## src/rtl/bss_pkg.sv

```systemverilog
// ----------------------------------------------------------------------------
// bss_pkg
// Shared types and constants for the bounded substring search unit.
// ----------------------------------------------------------------------------
`default_nettype none

package bss_pkg;

    localparam int MAX_PATTERN_DEF    = 32;
    localparam int POSITION_WIDTH_DEF = 16;

    // input beat modes
    localparam logic [1:0] MODE_START   = 2'd0;
    localparam logic [1:0] MODE_PATTERN = 2'd1;
    localparam logic [1:0] MODE_TEXT    = 2'd2;

    // result status codes
    localparam logic [2:0] ST_ACCEPTED  = 3'd0;
    localparam logic [2:0] ST_SEARCHING = 3'd1;
    localparam logic [2:0] ST_FOUND     = 3'd2;
    localparam logic [2:0] ST_NOT_FOUND = 3'd3;
    localparam logic [2:0] ST_OVERFLOW  = 3'd4;

    typedef enum logic [1:0] {
        DEC_NONE,
        DEC_FOUND,
        DEC_MISSING
    } t_decision;

    typedef struct packed {
        logic [1:0]  mode;
        logic [7:0]  data_byte;
        logic [15:0] search_limit;
    } t_in_beat;

    typedef struct packed {
        logic [2:0]  status;
        logic [15:0] match_offset;
    } t_out_beat;

    // control broadcast to every cell of the chain
    typedef struct packed {
        logic       clear;
        logic       load;
        logic       step;
        logic [7:0] data_byte;
    } t_cell_ctrl;

endpackage

`default_nettype wire

```

## src/rtl/bss_cell.sv

```systemverilog
// ----------------------------------------------------------------------------
// bss_cell
// One pattern position: holds a pattern byte and its shift-and match bit,
// takes the match bit of its left neighbor each text step.
// ----------------------------------------------------------------------------
`default_nettype none

module bss_cell #(
    parameter int INDEX = 0,
    parameter int LEN_W = 6
) (
    input  wire                    i_clk,
    input  wire                    i_rst_n,
    input  wire bss_pkg::t_cell_ctrl i_ctrl,
    input  wire  [LEN_W-1:0]       i_len,
    input  wire                    i_prev,
    output logic                   o_match,
    output logic                   o_hit
);

    logic [7:0] r_pat;
    logic       r_match;
    logic       n_match;
    logic       w_active;
    logic       w_last;
    logic       w_load_here;

    assign w_active    = LEN_W'(INDEX) < i_len;
    assign w_last      = i_len == LEN_W'(INDEX + 1);
    assign w_load_here = i_ctrl.load && (i_len == LEN_W'(INDEX));

    assign n_match = i_prev && w_active && (r_pat == i_ctrl.data_byte);

    always_ff @(posedge i_clk) begin
        if (w_load_here) begin
            r_pat <= i_ctrl.data_byte;
        end
    end

    always_ff @(posedge i_clk) begin
        if (!i_rst_n || i_ctrl.clear) begin
            r_match <= 1'b0;
        end else if (i_ctrl.step) begin
            r_match <= n_match;
        end
    end

    assign o_match = r_match;
    // full match completes in the last active cell on this step
    assign o_hit   = n_match && w_last;

endmodule

`default_nettype wire

```

## src/rtl/bounded_substring_search_unit.sv

```systemverilog
// ----------------------------------------------------------------------------
// bounded_substring_search_unit
// Bounded substring search with a shift-and chain of pattern cells.
// ----------------------------------------------------------------------------
// Usage: one input channel (i_valid / o_ready / i_data) carries start, pattern
// and text beats; one output channel (o_valid / i_ready / o_data) returns one
// result beat per input beat, in order.
// A start beat latches the search limit and empties the pattern. Pattern beats
// append bytes into the cell chain, one cell per pattern position. Text beats
// are compared against every cell at once; each cell takes its neighbor's
// match bit, so a text byte is fully processed in the cycle it is accepted.
// The result beat is registered in the output register, or in the skid entry while the output register waits.
// Throughput: one beat per cycle while the skid entry is empty, set by the cell chain update.
// Output side has an output register plus one skid entry, so an input beat is
// still taken while a result waits; o_ready drops only when both are full.
// Reset clears length, match bits, position, limit and decision; the pattern
// bytes themselves are not cleared and are only read after being written.
// ----------------------------------------------------------------------------
`default_nettype none

module bounded_substring_search_unit #(
    parameter int MAX_PATTERN    = bss_pkg::MAX_PATTERN_DEF,
    parameter int POSITION_WIDTH = bss_pkg::POSITION_WIDTH_DEF
) (
    input  wire                  i_clk,
    input  wire                  i_rst_n,
    input  wire                  i_valid,
    output logic                 o_ready,
    input  wire bss_pkg::t_in_beat i_data,
    output logic                 o_valid,
    input  wire                  i_ready,
    output bss_pkg::t_out_beat   o_data
);

    localparam int LEN_W = $clog2(MAX_PATTERN + 1);
    localparam int PW    = POSITION_WIDTH;

    logic [LEN_W-1:0]        r_len;
    logic [PW-1:0]           r_pos;
    logic [PW-1:0]           r_limit;
    logic [PW-1:0]           r_found;
    bss_pkg::t_decision      r_dec;

    logic [LEN_W-1:0]        n_len;
    logic [PW-1:0]           n_pos;
    logic [PW-1:0]           n_limit;
    logic [PW-1:0]           n_found;
    bss_pkg::t_decision      n_dec;

    logic                    r_out_vld;
    bss_pkg::t_out_beat      r_out;
    logic                    r_skid_vld;
    bss_pkg::t_out_beat      r_skid;

    bss_pkg::t_cell_ctrl     w_ctrl;
    bss_pkg::t_out_beat      w_res;
    logic                    w_in_fire;
    logic                    w_out_fire;
    logic                    w_hit;
    logic [PW-1:0]           w_pos_inc;
    logic [PW-1:0]           w_offset;
    logic [PW+15:0]          w_limit_ext;

    logic [MAX_PATTERN:0]    w_chain;
    logic [MAX_PATTERN-1:0]  w_hits;

    assign o_ready    = !r_skid_vld;
    assign w_in_fire  = i_valid && o_ready;
    assign w_out_fire = r_out_vld && i_ready;

    assign w_limit_ext = {PW'(0), i_data.search_limit};
    assign w_pos_inc   = r_pos + PW'(1);
    assign w_offset    = w_pos_inc - PW'(r_len);
    assign w_hit       = |w_hits;

    // cell chain: cell 0 sees a constant match from the left
    assign w_chain[0] = 1'b1;

    genvar g;
    generate
        for (g = 0; g < MAX_PATTERN; g++) begin : g_cell
            bss_cell #(
                .INDEX (g),
                .LEN_W (LEN_W)
            ) u_cell (
                .i_clk   (i_clk),
                .i_rst_n (i_rst_n),
                .i_ctrl  (w_ctrl),
                .i_len   (r_len),
                .i_prev  (w_chain[g]),
                .o_match (w_chain[g+1]),
                .o_hit   (w_hits[g])
            );
        end
    endgenerate

    always_comb begin
        n_len   = r_len;
        n_pos   = r_pos;
        n_limit = r_limit;
        n_found = r_found;
        n_dec   = r_dec;

        w_ctrl.clear     = 1'b0;
        w_ctrl.load      = 1'b0;
        w_ctrl.step      = 1'b0;
        w_ctrl.data_byte = i_data.data_byte;

        w_res.status       = bss_pkg::ST_ACCEPTED;
        w_res.match_offset = 16'd0;

        if (w_in_fire) begin
            unique case (i_data.mode)
                bss_pkg::MODE_START: begin
                    w_ctrl.clear = 1'b1;
                    n_len        = '0;
                    n_pos        = '0;
                    n_limit      = w_limit_ext[PW-1:0];
                    n_found      = '0;
                    n_dec        = bss_pkg::DEC_NONE;
                end
                bss_pkg::MODE_PATTERN: begin
                    if (i_data.data_byte == 8'd0 || r_dec != bss_pkg::DEC_NONE ||
                        r_pos != '0) begin
                        w_res.status = bss_pkg::ST_ACCEPTED;
                    end else if (r_len == LEN_W'(MAX_PATTERN)) begin
                        w_res.status = bss_pkg::ST_OVERFLOW;
                    end else begin
                        w_ctrl.load = 1'b1;
                        n_len       = r_len + LEN_W'(1);
                    end
                end
                bss_pkg::MODE_TEXT: begin
                    if (r_dec != bss_pkg::DEC_NONE) begin
                        n_dec = r_dec;
                    end else if (r_len == '0) begin
                        n_dec   = bss_pkg::DEC_FOUND;
                        n_found = '0;
                    end else if (i_data.data_byte == 8'd0 || r_pos >= r_limit) begin
                        n_dec = bss_pkg::DEC_MISSING;
                    end else begin
                        w_ctrl.step = 1'b1;
                        if (w_hit) begin
                            n_dec   = bss_pkg::DEC_FOUND;
                            n_found = w_offset;
                        end else begin
                            n_pos = w_pos_inc;
                            if (w_pos_inc >= r_limit) begin
                                n_dec = bss_pkg::DEC_MISSING;
                            end
                        end
                    end
                    // report the decision after this beat
                    unique case (n_dec)
                        bss_pkg::DEC_FOUND: begin
                            w_res.status       = bss_pkg::ST_FOUND;
                            w_res.match_offset = 16'(n_found);
                        end
                        bss_pkg::DEC_MISSING: begin
                            w_res.status = bss_pkg::ST_NOT_FOUND;
                        end
                        default: begin
                            w_res.status = bss_pkg::ST_SEARCHING;
                        end
                    endcase
                end
                default: begin
                    w_res.status = bss_pkg::ST_ACCEPTED;
                end
            endcase
        end
    end

    always_ff @(posedge i_clk) begin
        if (!i_rst_n) begin
            r_len   <= '0;
            r_pos   <= '0;
            r_limit <= '0;
            r_found <= '0;
            r_dec   <= bss_pkg::DEC_NONE;
        end else begin
            r_len   <= n_len;
            r_pos   <= n_pos;
            r_limit <= n_limit;
            r_found <= n_found;
            r_dec   <= n_dec;
        end
    end

    // output register with one skid entry
    always_ff @(posedge i_clk) begin
        if (!i_rst_n) begin
            r_out_vld  <= 1'b0;
            r_skid_vld <= 1'b0;
        end else if (r_skid_vld) begin
            if (w_out_fire) begin
                r_out      <= r_skid;
                r_skid_vld <= 1'b0;
            end
        end else if (!r_out_vld || w_out_fire) begin
            r_out_vld <= w_in_fire;
            r_out     <= w_res;
        end else if (w_in_fire) begin
            r_skid     <= w_res;
            r_skid_vld <= 1'b1;
        end
    end

    assign o_valid = r_out_vld;
    assign o_data  = r_out;

endmodule

`default_nettype wire
```

## config.mk

```make
export PLATFORM = sky130hd
export DESIGN_NAME = bounded_substring_search_unit
export DESIGN_NICKNAME = d
export VERILOG_FILES = /design/src/rtl/bss_pkg.sv /design/src/rtl/bss_cell.sv /design/src/rtl/bounded_substring_search_unit.sv
export SDC_FILE = /design/constraint.sdc
export NUM_CORES = 1
export LEC_CHECK = 0
export BUFFER_PORTS_ARGS = -buffer_cell sky130_fd_sc_hd__buf_2
export CORE_MARGIN = 3
export CORE_UTILIZATION = 33
export CTS_CLUSTER_SIZE = 40
export DETAILED_ROUTE_END_ITERATION = 6
export PLACE_DENSITY = 0.46
export SYNTH_ARGS = -nofsm -noshare
export SYNTH_HDL_FRONTEND = slang
export SYNTH_HIERARCHICAL = 1
export SYNTH_SLANG_ARGS = --single-unit
```

## constraint.sdc

```tcl
create_clock -name i_clk -period 10.49 [get_ports i_clk]
set_input_delay 0 -clock i_clk [delete_from_list [all_inputs] [get_ports i_clk]]
set_output_delay 0 -clock i_clk [all_outputs]
set_load 0.05 [all_outputs]
```

==> results_dict.tcl <==
set metrics [dict create \
    status "finished clean" \
    fin_crit_sh 0.425 \
    worstPathCellList "buf_4 > or4b_1 > nor3_2 > nor4_1 > nand4_1 > or2_2 > or3_1 > or3_1 > a31oi_1" \
    cts_hold_buf 28 \
    relSlewSlack 0.163 \
    num_vias 13500 \
    fin_crit_ns 4.45 \
    firstDrtPassIters 5 \
    mostFrequentLayoutCell "edfxtp_1" \
    drv_slew 0 \
    n_antenna_cell 0 \
    clkSinkCount 383 \
    fin_tns_setup_ns 0 \
    cp_data_arrival_time_ns 4.96 \
    yosysWarnings 6 \
    rr_endpoint "r_pos[11]$_SDFFE_PN0P_" \
    fillers 5735 \
    worstPathRequired_ns 11.00 \
    worst_slack_ns 6.04 \
    first_global_vias 13400 \
    leakage_nw 7.56 \
    antenna_left 0 \
    finalHoldViolations 0 \
    fmax_ghz 0.225 \
    cts_root_buffer "clkbuf_16" \
    worstSetupStartpointType "register" \
    cp-end-kind "register" \
    path_class "reg2reg" \
    ff2ff_path_depth 9 \
    hpwl_mm 31.3 \
    routed_via_density 5.22 \
    tightest_slew_ns 1.25 \
    drc 0 \
    cts.repair.resized 0 \
    max_stage_delay_ns 0.85 \
    peakVddDrop_uv 143 \
    seq_area_um2 10600 \
    cp_common_cell "or3_1" \
    syn_inst 1646 \
    grt_overflow 0 \
    drive_above_1_share 0.149 \
    cts_tree "done" \
    wl_mm 50.6 \
    finalNetCount 1848 \
    slowest_stage "dfxtp_2" \
    cts_setup_buffers 0 \
    clock_latency_ns 0.58 \
    coreArea_um2 59200 \
    clockBufferDepth 3 \
    multiInputGateArea_um2 8790 \
    htree_levels 2 \
    io_pins 51 \
    routabilityCongestion 0.793 \
    grt_max_degree 64 \
    worstHoldPathType "in2reg" \
    dieArea_um2 63000 \
    grtUsageTotal 0.161 \
    r2r_slack_ns 6.04 \
    drtIter0Drc 947 \
    setup_viol_count_final 0 \
    grt_pass1_wl_mm 80.1 \
    wl_per_cell_um 19.6 \
    die_height_um 251 \
    max_cap_violations 0 \
    antenna_found_initial 1 \
    path_max_fanout 42 \
    cellPowerDensity_nw_per_um2 152 \
    reg2reg_from "r_len[0]$_SDFFE_PN0P_" \
    mostFrequentLayoutCells "294 x edfxtp_1, 146 x xnor2_1, 135 x xor2_1, 114 x nand2_1, 84 x nor2_1" \
    die_x_um 251 \
    num_rows 89 \
    hold_end "r_skid[17]$_DFFE_PP_" \
    hold_start "i_data[25]" \
    synth_area_um2 19800 \
    numCtsBuffers 46 \
    rsz0062_at_grt "no" \
    area_growth_pct 15.6 \
    start_util 0.334 \
    hold-path-cell-count 5 \
    path_clk_slew_ns 0.06 \
    dp_slack_ns 5.99 \
    clock_skew_ns 0.0243 \
    portBuffers 50 \
    postSynthAreaPerCell_um2 12.0 \
]
## worst max-delay path: cells and delay by family, from the launching register on
| kind | cells | cell delay [ns] |
|---|---|---|
| DFF | 1 | 0.85 |
| AOI/OAI and AO/OA | 1 | 0.16 |
| buffers and inverters | 1 | 0.52 |
| and+or+nand+nor | 7 | 2.84 |
## area by class of cell
cell class | count | area share
Clock buffer | 58 | 0.0540
Clock inverter | 28 | 0.0124
Inverter | 54 | 0.00885
Multi-Input combinational cell | 1174 | 0.384
Sequential cell | 383 | 0.463
Tap cell | 773 | 0.0422
Timing Repair Buffer | 112 | 0.0352
## state kept, by name, indices dropped and copies added (netlist names)
register and count:
r_dec 2, r_skid_vld 1, r_limit 16, o_data 19, r_skid 19, r_found 16
o_valid 1, r_pos 16, g_cell.u_cell/r_pat 256, g_cell.u_cell/o_match 31, r_len 6
## report_power, final
| part | leakage [nW] | internal (W) | total (W) | switching (W) |
|---|---|---|---|---|
| clock network | 0.748 | 0.000962 | 0.00161 | 0.000652 |
| logic | 3.44 | 0.0000715 | 0.000230 | 0.000158 |
| registers | 3.38 | 0.00164 | 0.00165 | 0.00000743 |
## metrics by stage
stage	power [W]	cells	instance area [µm²]	hold WS (ns)	utilization
6_report	0.00349	2582	22900	0.0934	0.387
5_1_grt	0.00364	2582	22900	0.177	0.387
4_1_cts	0.00355	2581	22900	0.0637	0.387
3_5_place_dp	0.00191	2467	21100	0.248	0.356
3_3_place_gp	0.00191	2467	21100	0.242	0.356
2_1_floorplan	0.00181	1647	19800	0.0989	-
## how the worst max path moves through the flow
| stage | from | endpoint | cells after the start |
|---|---|---|---|
| 2_1_floorplan | r_len[1]$_SDFFE_PN0P_ | g_cell[2].u_cell/o_match$_SDFFE_PP0P_ | 11 |
| 3_3_place_gp | r_len[0]$_SDFFE_PN0P_ | r_pos[11]$_SDFFE_PN0P_ | 9 |
| 3_5_place_dp | r_len[1]$_SDFFE_PN0P_ | r_pos[11]$_SDFFE_PN0P_ | 10 |
| 4_1_cts | r_len[1]$_SDFFE_PN0P_ | r_pos[11]$_SDFFE_PN0P_ | 10 |
| 5_1_grt | r_len[1]$_SDFFE_PN0P_ | r_pos[11]$_SDFFE_PN0P_ | 10 |
| 6_report | r_len[0]$_SDFFE_PN0P_ | r_pos[11]$_SDFFE_PN0P_ | 9 |
## routing by layer
metal	share of wire	global-route usage	routed length (µm)
met5	0.00022	0	11
met4	0.025	0.0464	1250
met3	0.040	0.0232	2010
met2	0.45	0.255	23000
met1	0.48	0.229	24400
Power figures use the tool's default switching activity.
